**src/hw/rtl/cha_pkg.sv**
```systemverilog
// ----------------------------------------------------------------------------
// cha_pkg
// Shared types, constants and the arctangent table for the heading block.
// ----------------------------------------------------------------------------
package cha_pkg;

	localparam int unsigned ANGLE_ITERATIONS_DEF = 16;
	localparam int unsigned CNT_W = 5;
	localparam int unsigned DIV_STEPS = 18;
	localparam int unsigned Z_W = 25;
	localparam int unsigned V_W = 20;

	localparam logic signed [Z_W-1:0] Z_P45  = Z_W'(45 * 65536);
	localparam logic signed [Z_W-1:0] Z_P90  = Z_W'(90 * 65536);
	localparam logic signed [Z_W-1:0] Z_P135 = Z_W'(135 * 65536);
	localparam logic signed [Z_W-1:0] Z_P180 = Z_W'(180 * 65536);

	typedef struct packed {
		logic load;
		logic clear;
		logic div_init;
		logic div_step;
		logic div_store;
		logic axis;
		logic cordic_init;
		logic cordic_step;
		logic [CNT_W-1:0] iter;
	} cmd_t;

	typedef struct packed {
		logic exact;
	} status_t;

	function automatic logic [21:0] atan_entry(input logic [CNT_W-1:0] idx);
		logic [21:0] v;
		unique case (idx)
			5'd0: v = 22'd2949120;
			5'd1: v = 22'd1740967;
			5'd2: v = 22'd919879;
			5'd3: v = 22'd466945;
			5'd4: v = 22'd234379;
			5'd5: v = 22'd117304;
			5'd6: v = 22'd58666;
			5'd7: v = 22'd29335;
			5'd8: v = 22'd14668;
			5'd9: v = 22'd7334;
			5'd10: v = 22'd3667;
			5'd11: v = 22'd1833;
			5'd12: v = 22'd917;
			5'd13: v = 22'd458;
			5'd14: v = 22'd229;
			5'd15: v = 22'd115;
			5'd16: v = 22'd57;
			5'd17: v = 22'd29;
			5'd18: v = 22'd14;
			5'd19: v = 22'd7;
			5'd20: v = 22'd4;
			5'd21: v = 22'd2;
			5'd22: v = 22'd1;
			default: v = 22'd0;
		endcase
		return v;
	endfunction

endpackage

```
**src/hw/rtl/compass_heading_autocal.sv**
```systemverilog
// ----------------------------------------------------------------------------
// compass_heading_autocal
// Self-calibrating compass heading from raw X and Y magnetometer samples.
// ----------------------------------------------------------------------------
// A sample runs two 18-step divisions on one shared restoring divider, then
// the CORDIC iterations unless the angle is an exact case. One item is worked
// on at a time; a result held at the output does not block the next item, but
// a finished result waits for a free output register. Reset zeroes the
// calibration bounds and empties the output.
module compass_heading_autocal #(
	parameter int unsigned ANGLE_ITERATIONS = cha_pkg::ANGLE_ITERATIONS_DEF
) (
	input  logic        clk,
	input  logic        arst_n,
	input  logic        s_axis_tvalid,
	output logic        s_axis_tready,
	input  logic [31:0] s_axis_tdata,  // sample_x [15:0], sample_y [31:16]
	input  logic        s_axis_tuser,  // opcode
	output logic        m_axis_tvalid,
	input  logic        m_axis_tready,
	output logic [15:0] m_axis_tdata   // heading_deg [8:0], zeros above
);

	cha_pkg::cmd_t cmd;
	cha_pkg::status_t status;
	logic out_load;
	logic [8:0] heading;
	logic [8:0] out_q;
	logic out_valid_q;

	cha_ctrl #(.ANGLE_ITERATIONS(ANGLE_ITERATIONS)) u_ctrl (
		.clk      (clk),
		.arst_n   (arst_n),
		.in_valid (s_axis_tvalid),
		.in_clear (s_axis_tuser),
		.in_ready (s_axis_tready),
		.out_free (!out_valid_q || m_axis_tready),
		.out_load (out_load),
		.status   (status),
		.cmd      (cmd)
	);

	cha_dp u_dp (
		.clk         (clk),
		.arst_n      (arst_n),
		.cmd         (cmd),
		.sample_x    (s_axis_tdata[15:0]),
		.sample_y    (s_axis_tdata[31:16]),
		.status      (status),
		.heading_deg (heading)
	);

	always_ff @(posedge clk or negedge arst_n) begin
		if (!arst_n) begin
			out_valid_q <= 1'b0;
		end else if (out_load) begin
			out_valid_q <= 1'b1;
		end else if (m_axis_tready) begin
			out_valid_q <= 1'b0;
		end
	end

	always_ff @(posedge clk) begin
		if (out_load) out_q <= heading;
	end

	assign m_axis_tvalid = out_valid_q;
	assign m_axis_tdata = {7'd0, out_q};

endmodule

```
**src/hw/rtl/cha_dp.sv**
```systemverilog
// ----------------------------------------------------------------------------
// cha_dp
// Datapath: calibration bounds, shared restoring divider and CORDIC unit.
// ----------------------------------------------------------------------------
module cha_dp (
	input  logic                 clk,
	input  logic                 arst_n,
	input  cha_pkg::cmd_t        cmd,
	input  logic signed [15:0]   sample_x,
	input  logic signed [15:0]   sample_y,
	output cha_pkg::status_t     status,
	output logic [8:0]           heading_deg
);

	logic signed [15:0] xmin_q, xmax_q, ymin_q, ymax_q;
	logic signed [15:0] smp_x_q, smp_y_q;
	logic [17:0] rem_q, bits_q, quo_q;
	logic [16:0] rng_q;
	logic neg_q;
	logic signed [18:0] sx_q, sy_q;
	logic signed [cha_pkg::V_W-1:0] x_q, y_q;
	logic signed [cha_pkg::Z_W-1:0] z_q;

	logic signed [15:0] xlo, xhi, ylo, yhi;
	logic signed [15:0] a_s, a_lo, a_hi;
	logic signed [16:0] sum, mid, rng;
	logic signed [17:0] dif;
	logic [17:0] mag;
	logic [18:0] trial;
	logic ge;
	logic signed [18:0] qval;
	logic [18:0] ax, ay;
	logic signed [cha_pkg::V_W-1:0] xs, ys;
	logic signed [cha_pkg::Z_W-1:0] tab;
	logic signed [9:0] hd;

	always_comb begin
		xlo = (xmin_q == 16'sd0 && xmax_q == 16'sd0) ? sample_x : xmin_q;
		xhi = (xmin_q == 16'sd0 && xmax_q == 16'sd0) ? sample_x : xmax_q;
		ylo = (ymin_q == 16'sd0 && ymax_q == 16'sd0) ? sample_y : ymin_q;
		yhi = (ymin_q == 16'sd0 && ymax_q == 16'sd0) ? sample_y : ymax_q;
		if (sample_x < xlo) xlo = sample_x;
		if (sample_x > xhi) xhi = sample_x;
		if (sample_y < ylo) ylo = sample_y;
		if (sample_y > yhi) yhi = sample_y;
	end

	always_comb begin
		a_s  = cmd.axis ? smp_y_q : smp_x_q;
		a_lo = cmd.axis ? ymin_q : xmin_q;
		a_hi = cmd.axis ? ymax_q : xmax_q;
		sum  = 17'(a_lo) + 17'(a_hi);
		mid  = (sum + $signed({16'd0, sum[16]})) >>> 1;
		dif  = 18'(a_s) - 18'(mid);
		mag  = dif[17] ? 18'(-dif) : 18'(dif);
		rng  = 17'(a_hi) - 17'(a_lo);
		trial = {rem_q, bits_q[17]};
		ge    = trial >= {2'b00, rng_q};
		qval  = (rng_q == 17'd0) ? 19'sd0 :
			(neg_q ? -$signed({1'b0, quo_q}) : $signed({1'b0, quo_q}));
	end

	always_comb begin
		ax = sx_q[18] ? 19'(-sx_q) : 19'(sx_q);
		ay = sy_q[18] ? 19'(-sy_q) : 19'(sy_q);
		status.exact = (sy_q == 19'sd0) || (sx_q == 19'sd0) || (ax == ay);
		xs  = x_q >>> cmd.iter;
		ys  = y_q >>> cmd.iter;
		tab = cha_pkg::Z_W'(cha_pkg::atan_entry(cmd.iter));
		hd  = 10'(z_q >>> 16);
		if (z_q[cha_pkg::Z_W-1] && z_q[15:0] != 16'd0) hd = hd + 10'sd1;
		if (hd <= 10'sd0) hd = hd + 10'sd360;
		heading_deg = hd[8:0];
	end

	always_ff @(posedge clk or negedge arst_n) begin
		if (!arst_n) begin
			xmin_q <= '0;
			xmax_q <= '0;
			ymin_q <= '0;
			ymax_q <= '0;
		end else if (cmd.load) begin
			if (cmd.clear) begin
				xmin_q <= '0;
				xmax_q <= '0;
				ymin_q <= '0;
				ymax_q <= '0;
			end else begin
				xmin_q <= xlo;
				xmax_q <= xhi;
				ymin_q <= ylo;
				ymax_q <= yhi;
			end
		end
	end

	always_ff @(posedge clk) begin
		if (cmd.load) begin
			smp_x_q <= sample_x;
			smp_y_q <= sample_y;
		end
		if (cmd.div_init) begin
			rem_q  <= mag >> 2;
			bits_q <= {mag[1:0], 16'd0};
			neg_q  <= dif[17];
			rng_q  <= 17'(rng);
			quo_q  <= '0;
		end else if (cmd.div_step) begin
			rem_q  <= ge ? 18'(trial - {2'b00, rng_q}) : trial[17:0];
			bits_q <= {bits_q[16:0], 1'b0};
			quo_q  <= {quo_q[16:0], ge};
		end
		if (cmd.div_store) begin
			if (cmd.axis) sy_q <= qval;
			else sx_q <= qval;
		end
		if (cmd.cordic_init) begin
			if (status.exact || !sx_q[18]) begin
				x_q <= cha_pkg::V_W'(sx_q);
				y_q <= cha_pkg::V_W'(sy_q);
			end else if (!sy_q[18]) begin
				x_q <= cha_pkg::V_W'(sy_q);
				y_q <= -cha_pkg::V_W'(sx_q);
			end else begin
				x_q <= -cha_pkg::V_W'(sy_q);
				y_q <= cha_pkg::V_W'(sx_q);
			end
			if (sy_q == 19'sd0) begin
				z_q <= sx_q[18] ? cha_pkg::Z_P180 : '0;
			end else if (sx_q == 19'sd0) begin
				z_q <= sy_q[18] ? -cha_pkg::Z_P90 : cha_pkg::Z_P90;
			end else if (ax == ay) begin
				if (sx_q[18]) z_q <= sy_q[18] ? -cha_pkg::Z_P135 : cha_pkg::Z_P135;
				else z_q <= sy_q[18] ? -cha_pkg::Z_P45 : cha_pkg::Z_P45;
			end else if (sx_q[18]) begin
				z_q <= sy_q[18] ? -cha_pkg::Z_P90 : cha_pkg::Z_P90;
			end else begin
				z_q <= '0;
			end
		end else if (cmd.cordic_step) begin
			if (!y_q[cha_pkg::V_W-1]) begin
				x_q <= x_q + ys;
				y_q <= y_q - xs;
				z_q <= z_q + tab;
			end else begin
				x_q <= x_q - ys;
				y_q <= y_q + xs;
				z_q <= z_q - tab;
			end
		end
	end

endmodule

```
**src/hw/rtl/cha_ctrl.sv**
```systemverilog
// ----------------------------------------------------------------------------
// cha_ctrl
// Controller: sequences the two divisions and the CORDIC iterations.
// ----------------------------------------------------------------------------
module cha_ctrl #(
	parameter int unsigned ANGLE_ITERATIONS = cha_pkg::ANGLE_ITERATIONS_DEF
) (
	input  logic              clk,
	input  logic              arst_n,
	input  logic              in_valid,
	input  logic              in_clear,
	output logic              in_ready,
	input  logic              out_free,
	output logic              out_load,
	input  cha_pkg::status_t  status,
	output cha_pkg::cmd_t     cmd
);

	typedef enum logic [5:0] {
		ST_IDLE     = 6'b000001,
		ST_DIV_INIT = 6'b000010,
		ST_DIV_STEP = 6'b000100,
		ST_DIV_STORE= 6'b001000,
		ST_COR_INIT = 6'b010000,
		ST_COR_STEP = 6'b100000
	} state_t;

	state_t state_q, state_d;
	logic [cha_pkg::CNT_W-1:0] cnt_q, cnt_d;
	logic axis_q, axis_d;
	logic done_q, done_d;

	always_comb begin
		state_d = state_q;
		cnt_d = cnt_q;
		axis_d = axis_q;
		done_d = done_q;
		cmd = '0;
		cmd.axis = axis_q;
		cmd.iter = cnt_q;
		in_ready = (state_q == ST_IDLE) && !done_q;
		out_load = done_q && out_free;
		if (out_load) done_d = 1'b0;
		unique case (state_q)
			ST_IDLE: begin
				if (in_valid && in_ready) begin
					cmd.load = 1'b1;
					cmd.clear = in_clear;
					axis_d = 1'b0;
					if (!in_clear) state_d = ST_DIV_INIT;
				end
			end
			ST_DIV_INIT: begin
				cmd.div_init = 1'b1;
				cnt_d = '0;
				state_d = ST_DIV_STEP;
			end
			ST_DIV_STEP: begin
				cmd.div_step = 1'b1;
				cnt_d = cnt_q + 1'b1;
				if (cnt_q == cha_pkg::CNT_W'(cha_pkg::DIV_STEPS - 1)) state_d = ST_DIV_STORE;
			end
			ST_DIV_STORE: begin
				cmd.div_store = 1'b1;
				if (!axis_q) begin
					axis_d = 1'b1;
					state_d = ST_DIV_INIT;
				end else begin
					state_d = ST_COR_INIT;
				end
			end
			ST_COR_INIT: begin
				cmd.cordic_init = 1'b1;
				cnt_d = '0;
				if (status.exact) begin
					done_d = 1'b1;
					state_d = ST_IDLE;
				end else begin
					state_d = ST_COR_STEP;
				end
			end
			ST_COR_STEP: begin
				cmd.cordic_step = 1'b1;
				cnt_d = cnt_q + 1'b1;
				if (cnt_q == cha_pkg::CNT_W'(ANGLE_ITERATIONS - 1)) begin
					done_d = 1'b1;
					state_d = ST_IDLE;
				end
			end
			default: state_d = ST_IDLE;
		endcase
	end

	always_ff @(posedge clk or negedge arst_n) begin
		if (!arst_n) begin
			state_q <= ST_IDLE;
			cnt_q <= '0;
			axis_q <= 1'b0;
			done_q <= 1'b0;
		end else begin
			state_q <= state_d;
			cnt_q <= cnt_d;
			axis_q <= axis_d;
			done_q <= done_d;
		end
	end

endmodule
```
**config.mk**
```make
export PLATFORM = sky130hd
export DESIGN_NAME = compass_heading_autocal
export DESIGN_NICKNAME = d
export VERILOG_FILES = /design/src/hw/rtl/cha_pkg.sv /design/src/hw/rtl/compass_heading_autocal.sv /design/src/hw/rtl/cha_dp.sv /design/src/hw/rtl/cha_ctrl.sv
export SDC_FILE = /design/constraint.sdc
export NUM_CORES = 1
export LEC_CHECK = 0
export BUFFER_PORTS_ARGS = -buffer_cell sky130_fd_sc_hd__buf_2
export CAP_MARGIN = 20
export CORE_MARGIN = 2
export CORE_UTILIZATION = 55
export CTS_CLUSTER_DIAMETER = 200
export DETAILED_ROUTE_END_ITERATION = 7
export PLACE_DENSITY = 0.73
export SLEW_MARGIN = 15
export SYNTH_ARGS = -nofsm -noshare
export SYNTH_HDL_FRONTEND = slang
export SYNTH_HIERARCHICAL = 1
export SYNTH_SLANG_ARGS = --single-unit
```
**constraint.sdc**
```tcl
create_clock -name clk -period 7.7 [get_ports clk]
set_clock_uncertainty 0.15 [all_clocks]
set_input_delay 1.155 -clock clk [delete_from_list [all_inputs] [get_ports clk]]
set_output_delay 1.155 -clock clk [all_outputs]
set_load 0.05 [all_outputs]
```
---- Word-level counts from Yosys, hierarchy flattened ----
Memories as Yosys holds them, arrays and structs flattened.
Index checks and enable logic that the tools add are counted.
operators by class
  add/subtract/negate cells ............... 20
  shifts and indexed selects .............. 2
  bitwise logic cells ..................... 1
  $lt $le $gt $ge ......................... 6
  equal/unequal tests ..................... 13
  multiplexer cells ....................... 72
  reduce and logical (&&, ||, !) cells .... 32
operators with widths
  kind                                count
  2-to-1 mux 25 bit                   11
  2-to-1 mux 16 bit                   17
  2-to-1 mux 20 bit                   10
  2-to-1 mux 19 bit                   4
  2-to-1 mux 18 bit                   4
  zero test 16 bit                    4
  adder 20 bit                        2
  negation 19 -> 20 bit               2
  >>> shifter 20 x 5 -> 20 bit        2
  subtractor 20 bit                   2
  zero test 19 bit                    2
  negation 19 bit                     2
  one-hot mux 6 bit (6 select lines)  1
  subtractor 16 x 16 -> 17 bit        2
  greater-than comparator 16 bit      2
  less-than comparator 16 bit         2
  2-to-1 mux 6 bit                    5
  adder 25 x 23 -> 25 bit             1
  subtractor 25 x 23 -> 25 bit        1
  2-to-1 mux 24 bit                   1
  equality test 19 bit                1
  >= comparator 19 x 17 -> 1 bit      1
  negation 18 -> 19 bit               1
  negation 18 bit                     1
  other kinds (34)                    65
word-level totals
  memories ................................ 1
  input port bits ......................... 37
  logic and storage cells ................. 170
  register bits ........................... 278
  bits in read-only memories .............. 704
memories
  name             depth  width  read ports  clocked after Yosys merged registers in  wr ports  line           RTL
  (no name shown)  32     22     1           0                                        0         cha_pkg.sv:36  unique case (idx)

---- Depth between registers and ports, before layout ----
  depth in word-level cells ............... 7
  gate-level depth with buffers ........... 30
  mapped depth without buffers ............ 26

---- Hierarchy ----
The synthesis kept the hierarchy.
modules (own cells, without submodules)
  module                   times used  cells an instance  sequential area each (µm²)  area each (µm²)
  cha_dp                   1           2745               7136.8                      24671.2
  cha_ctrl                 1           82                 326.6                       770.7
  compass_heading_autocal  1           20                 295.3                       374.1

---- Worst setup path before layout ----
OpenSTA, ideal clock, no wires.
  kind .................................... register to register
  start ................................... reg u_ctrl.axis_q
  end ..................................... reg u_dp.rem_q[3] (data pin)
  setup slack ............................. 1.067 ns
  required time ........................... 7.282 ns
  path buffers ............................ 4
  arrival time ............................ 6.214 ns
  period minus slack after synthesis ...... 6.633 ns
  stages on the path, launching flop included .. 29
  cell sequence ........................... dfrtp_1 > buf_4 > clkbuf_1 > clkbuf_1 > mux2i_1 > inv_1 > fa_1 > nand2b_1 > a221oi_1 > o41a_1 > o21ai_0 > a221oi_1 > o21ai_0 > and2_1 > ha_1 > nand3_1 > or4_1 > nor4_1 > mux2_2 > o21a_1 > ha_1 > nand2b_1 > nand3_1 > o21ai_0 > clkbuf_1 > a21oi_1 > xor2_1 > nand2_1 > o21ai_0
on the way
  cells in the longest elaborated chain, start to end .. 7
ends and longest elaborated chain
  item                                  line                        RTL
  start: declaration                    cha_ctrl.sv:30              logic axis_q, axis_d;
  start signal: assignment              cha_ctrl.sv:103             axis_q <= axis_d;
  2-to-1 mux 16 bit (on tied branches)  cha_dp.sv:50, cha_dp.sv:51
  adder 16 x 16 -> 17 bit               cha_dp.sv:52                sum = 17'(a_lo) + 17'(a_hi);
  adder 17 x 2 -> 17 bit                cha_dp.sv:53                mid = (sum + $signed({16'd0, sum[16]})) >>> 1;
  subtractor 16 x 16 -> 17 bit *        cha_dp.sv:54                dif = 18'(a_s) - 18'(mid);
  negation 18 bit                       cha_dp.sv:55                mag = dif[17] ? 18'(-dif) : 18'(dif);
  2-to-1 mux 18 bit *                   cha_dp.sv:55
  2-to-1 mux 16 bit *                   cha_dp.sv:102               if (cmd.div_init) begin
  end signal: assignment                cha_dp.sv:103               rem_q <= mag >> 2;
  end signal: assignment                cha_dp.sv:109               rem_q <= ge ? 18'(trial - {2'b00, rng_q}) : trial[17:0];
  end: declaration                      cha_dp.sv:17                logic [17:0] rem_q, bits_q, quo_q;
Mark *: on every way between the ends. The rest lies on a longest branch, timed or not.
A chain may end at the register's enable or synchronous reset.

---- Worst setup path after layout ----
  start ................................... reg u_ctrl.axis_q
  end ..................................... reg u_dp.rem_q[12] (data pin)
Same word-level chain as after synthesis.

==> metrics.md <==
| Metric | Value |
|---|---|
| Cell area after layout | roughly 28000 µm² |
| Post-synthesis area per instance | 9.07 µm² |
| Arrival time reported for the critical path endpoint | 7100 ps |
| Most common cell after layout, fill and taps aside | sky130_fd_sc_hd__nor2_1 |
| Fraction of layout cells with a size suffix above 1 | 0.0974 |
| Number of max-cap violations | 0 |
| Min-Delay Endpoint | u_dp/rem_q[17] |
| Share of flip-flops with an asynchronous set or reset after synthesis | 0.281 |
| Area of the mapped netlist | 25800 µm² |
| Instance count of the mapped netlist | approximately 2.8k |
| Adder and majority cell fraction of the synthesized area | 0.107 |
| Signed area change from the synthesized netlist to the final layout | 7.20% |
| Transition time at the pin with the least slew margin | between 900 and 1000 ps |
| Area after DPL | around 27000 µm² |
| Register bit count reported by yosys | around 280 |
| CTS Hold Buffers Added | 0 |
| Share of the synthesized area in the top cell type | 0.209 |
| Synthesized-area fraction occupied by ao, oa, aoi and oai cells | 0.197 |
| Kind of start point of the critical path | register |
| Placeable core region | between 40000 and 50000 µm² |
| Fraction of synthesized area in multiplexers | 0.0995 |
| Number of cell rows | between 70 and 80 |
| Deepest level of the CTS H-tree | 2 |
| Number of antenna violations at the first check in global routing | 1 |
| Highest Clock Rate | 0.143 GHz |
| Minimum setup slack among reg-to-reg paths | 710 ps |
| Overall routed net length | around 73000 µm |
| Highest fanout seen on the critical path | 37 |
| RR Startpoint | u_ctrl/axis_q |
| Detail-routed net length per standard cell | roughly 21 µm |
| Clock latency reported for the late side of the worst-skew pair | between 500 and 600 ps |
| Final estimated routing congestion in global placement | between 0.9 and 1 |
| Final Hold Viols | 0 |
| RSZ-0062 raised after global routing | no |
| Cell accounting for the most synthesized area | sky130_fd_sc_hd__edfxtp_1 |
| Horiz. Die Dim | 221 µm |
| Count of endpoints failing setup in the final report | 0 |
| Number of nets in the layout | between 3k and 4k |
| Tmin final | 6990 ps |
| CTS tree | yes |
| Final-layout worst hold slack | between 300 and 400 ps |
| Post-CTS Setup Repair Bufs | 0 |
| Post-DR vias/cell | 6.46 |
| Setup total negative slack | 0 ps |
| Wire length of the first global-routing pass | approximately 110000 µm |
| Worst Hold Path Cells | 2 |
| Number of buffers inserted during clock tree synthesis | 35 |
| Initial drt markers | a little over 2k |
| Count of cell types in the netlist | 96 |
| DR pass1 iterations | 5 |
| Critical path type | register to register |
| Number of synthesized flops with an enable pin | 180 |
| Root buffer cell | sky130_fd_sc_hd__clkbuf_16 |
| Aggregate global routing overflow | 0 |
| # clock sinks | roughly 280 |
| Worst Reg-to-Reg Cells | 25 |
| Residual antenna-violating net count after detailed routing | 0 |
| Area contributors post-synth | sky130_fd_sc_hd__edfxtp_1 21%, sky130_fd_sc_hd__ha_1 10%, sky130_fd_sc_hd__dfrtp_1 7.5% |
| Top FF cell, synth | sky130_fd_sc_hd__edfxtp_1 |
| Worst min-delay path category | register to register |
| Most frequent cells in the layout | 267 x sky130_fd_sc_hd__nor2_1, 236 x sky130_fd_sc_hd__a21oi_1, 210 x sky130_fd_sc_hd__ha_1, 180 x sky130_fd_sc_hd__edfxtp_1, 158 x sky130_fd_sc_hd__xnor2_1 |
| Total Routing Usage GR | 0.296 |
| Worst r2r dst | u_dp/rem_q[12] |
| Critical path required time | 7810 ps |
| P_leak | around 11 nW |
| Share of the clock period used by the worst path | 0.907 |
| Hpwl dp | between 50000 and 60000 µm |
| Number of remaining DRC errors | 0 |
| Xor-xnor portion of the synthesized cell area | 0.0911 |
| Antenna diode count | 0 |
| Clock slew at reported path FFs | approximately 60 ps |
| Pwr Density | 494 nW/µm² |
| Worst slew margin relative to its limit | 0.337 |
| Worst-case vdd ir drop | between 0.0003 and 0.0004 V |
| Combinational family with the most area after synthesis | compound AO/OA/AOI/OAI gates |
| Die outline area | approximately 49000 µm² |
| Hold path startpoint | u_dp/rem_q[17] |
| Vertical die dimension | approximately 220 µm |
| Initial core utilization | 0.556 |
| Pin count of the biggest net entering global routing | 75 |
| Via count | approximately 22k |
| Maximum number of buffers from clock root to sink | 3 |
| Count of pins on the block boundary | 55 |
| Part of the Yosys area used for sequential elements | 0.301 |
| Synth Area in Simple Gates | 0.162 |
| Yosys Warn Count | 6 |
| Post-cts resize count | 0 |
| Total count of max-transition violations in the final report | 0 |
| Port bufs | 47 |
| Vias in the first global route | between 20k and 25k |
| Status | finished, final reports clean |
| Critical path capture point type | register |
## critical path: stages (launching register included)
cell and delay, ps:
sky130_fd_sc_hd__dfrtp_4 590, sky130_fd_sc_hd__buf_12 270, sky130_fd_sc_hd__mux2_2 390, sky130_fd_sc_hd__ha_1 470, sky130_fd_sc_hd__nor3b_1 260, sky130_fd_sc_hd__nor3_1 80
sky130_fd_sc_hd__o41a_1 150, sky130_fd_sc_hd__o21ai_0 270, sky130_fd_sc_hd__a221oi_1 140, sky130_fd_sc_hd__o21ai_0 360, sky130_fd_sc_hd__and2_1 210, sky130_fd_sc_hd__ha_1 210
sky130_fd_sc_hd__nand3_1 190, sky130_fd_sc_hd__nor2_1 230, sky130_fd_sc_hd__xor2_1 160, sky130_fd_sc_hd__ha_1 350, sky130_fd_sc_hd__nor3b_1 190, sky130_fd_sc_hd__a221oi_1 210
sky130_fd_sc_hd__o311ai_0 260, sky130_fd_sc_hd__nor3_2 350, sky130_fd_sc_hd__nand4_1 160, sky130_fd_sc_hd__nor3_1 370, sky130_fd_sc_hd__nand2_1 120, sky130_fd_sc_hd__o31ai_1 270
sky130_fd_sc_hd__xor2_1 180, sky130_fd_sc_hd__a21oi_1 90
## metrics by stage
stage / power (mW) / setup slack (ps) / instances / utilization
CTS: 13.6 / 502 / 3460 / 0.595
global placement: 11.6 / 835 / 3396 / 0.570
finish: 13.7 / 714 / 3460 / 0.596
floorplan: 9.78 / 1070 / 2853 / -
global route: 14.9 / 56.2 / 3460 / 0.596
detailed placement: 11.9 / 560 / 3396 / 0.570
## cell usage after synthesis, types with 8 or more instances
library cell and instances:
sky130_fd_sc_hd__and2_1 18, sky130_fd_sc_hd__o21ai_0 121, sky130_fd_sc_hd__or4_1 16, sky130_fd_sc_hd__nor2b_1 52, sky130_fd_sc_hd__a221oi_1 8, sky130_fd_sc_hd__clkbuf_1 98, sky130_fd_sc_hd__a22o_1 63, sky130_fd_sc_hd__dfrtp_1 77
sky130_fd_sc_hd__ha_1 210, sky130_fd_sc_hd__o21a_1 30, sky130_fd_sc_hd__a21oi_1 236, sky130_fd_sc_hd__a31oi_1 39, sky130_fd_sc_hd__buf_1 14, sky130_fd_sc_hd__a21o_1 50, sky130_fd_sc_hd__buf_2 15, sky130_fd_sc_hd__or2_2 17
sky130_fd_sc_hd__inv_1 126, sky130_fd_sc_hd__nand2b_1 50, sky130_fd_sc_hd__xnor2_1 158, sky130_fd_sc_hd__o31ai_1 24, sky130_fd_sc_hd__o211ai_1 22, sky130_fd_sc_hd__nor3b_1 8, sky130_fd_sc_hd__nor2_1 270, sky130_fd_sc_hd__xor2_1 108
sky130_fd_sc_hd__buf_4 11, sky130_fd_sc_hd__edfxtp_1 180, sky130_fd_sc_hd__dfxtp_1 20, sky130_fd_sc_hd__o41ai_1 11, sky130_fd_sc_hd__nor4_1 36, sky130_fd_sc_hd__mux2_2 60, sky130_fd_sc_hd__or3_1 26, sky130_fd_sc_hd__and3_1 32
sky130_fd_sc_hd__o311ai_0 12, sky130_fd_sc_hd__o21bai_1 18, sky130_fd_sc_hd__nand2_1 132, sky130_fd_sc_hd__a211oi_1 27, sky130_fd_sc_hd__nand3_1 57, sky130_fd_sc_hd__a211o_1 8, sky130_fd_sc_hd__nand4_1 32, sky130_fd_sc_hd__o22ai_1 19
sky130_fd_sc_hd__nor3_1 64, sky130_fd_sc_hd__mux4_2 36, sky130_fd_sc_hd__mux2i_1 108
## where the power goes
part | switching [mW] | leakage, nW | internal, mW
Sequential | 0.409 | 2.80 | 2.22
Combinational | 5.42 | 7.78 | 3.96
Clock | 0.682 | 0.560 | 0.981
## area by class of cell
cell class / count / area, µm²
inverters: 131 / 492
clock buffers: 47 / 951
fillers: 4029 / 18800
multi-input cells: 2303 / 17000
well taps: 607 / 759
clock inverters: 17 / 204
flip-flops and latches: 278 / 7770
repair buffers: 77 / 475
## cell families (layout without fill, tap and decap cells)
group | Yosys count | after routing
AND/OR/NAND/NOR | 836 | 836
AO/OA/AOI/OAI | 772 | 772
buffers and inverters | 272 | 272
multiplexers | 204 | 204
flip-flops | 278 | 278
XOR/XNOR | 267 | 267
adder cells (fa/ha/maj) | 217 | 217
other | 1 | 7
## sequential cells by signal, indices dropped and copies added, names as in the netlist, 17 cells and up
| name | cells |
|---|---|
| u_dp/quo_q | 18 |
| u_dp/z_q | 25 |
| u_dp/sy_q | 19 |
| u_dp/rem_q | 18 |
| u_dp/sx_q | 19 |
| u_dp/rng_q | 17 |
| u_dp/x_q | 20 |
| u_dp/y_q | 20 |
## routing by layer
metal | up-vias | share of wire | GRT usage
met4 | 2 | 0.050 | 0.143
met1 | 10800 | 0.42 | 0.376
met2 | 772 | 0.48 | 0.497
li1 | 10600 | - | -
met3 | 203 | 0.053 | 0.0396
met5 | - | 0.00018 | 0
## worst max path at each step
stage,startpoint,end,slack (ps)
2_1_floorplan,u_ctrl/axis_q,u_dp/rem_q[3],1070
3_3_place_gp,u_ctrl/axis_q,u_dp/rem_q[13],840
3_5_place_dp,u_ctrl/axis_q,u_dp/rem_q[12],560
4_1_cts,u_ctrl/axis_q,u_dp/rem_q[12],500
5_1_grt,u_ctrl/axis_q,u_dp/rem_q[12],60
6_report,u_ctrl/axis_q,u_dp/rem_q[12],710
Power figures use the tool's default switching activity.
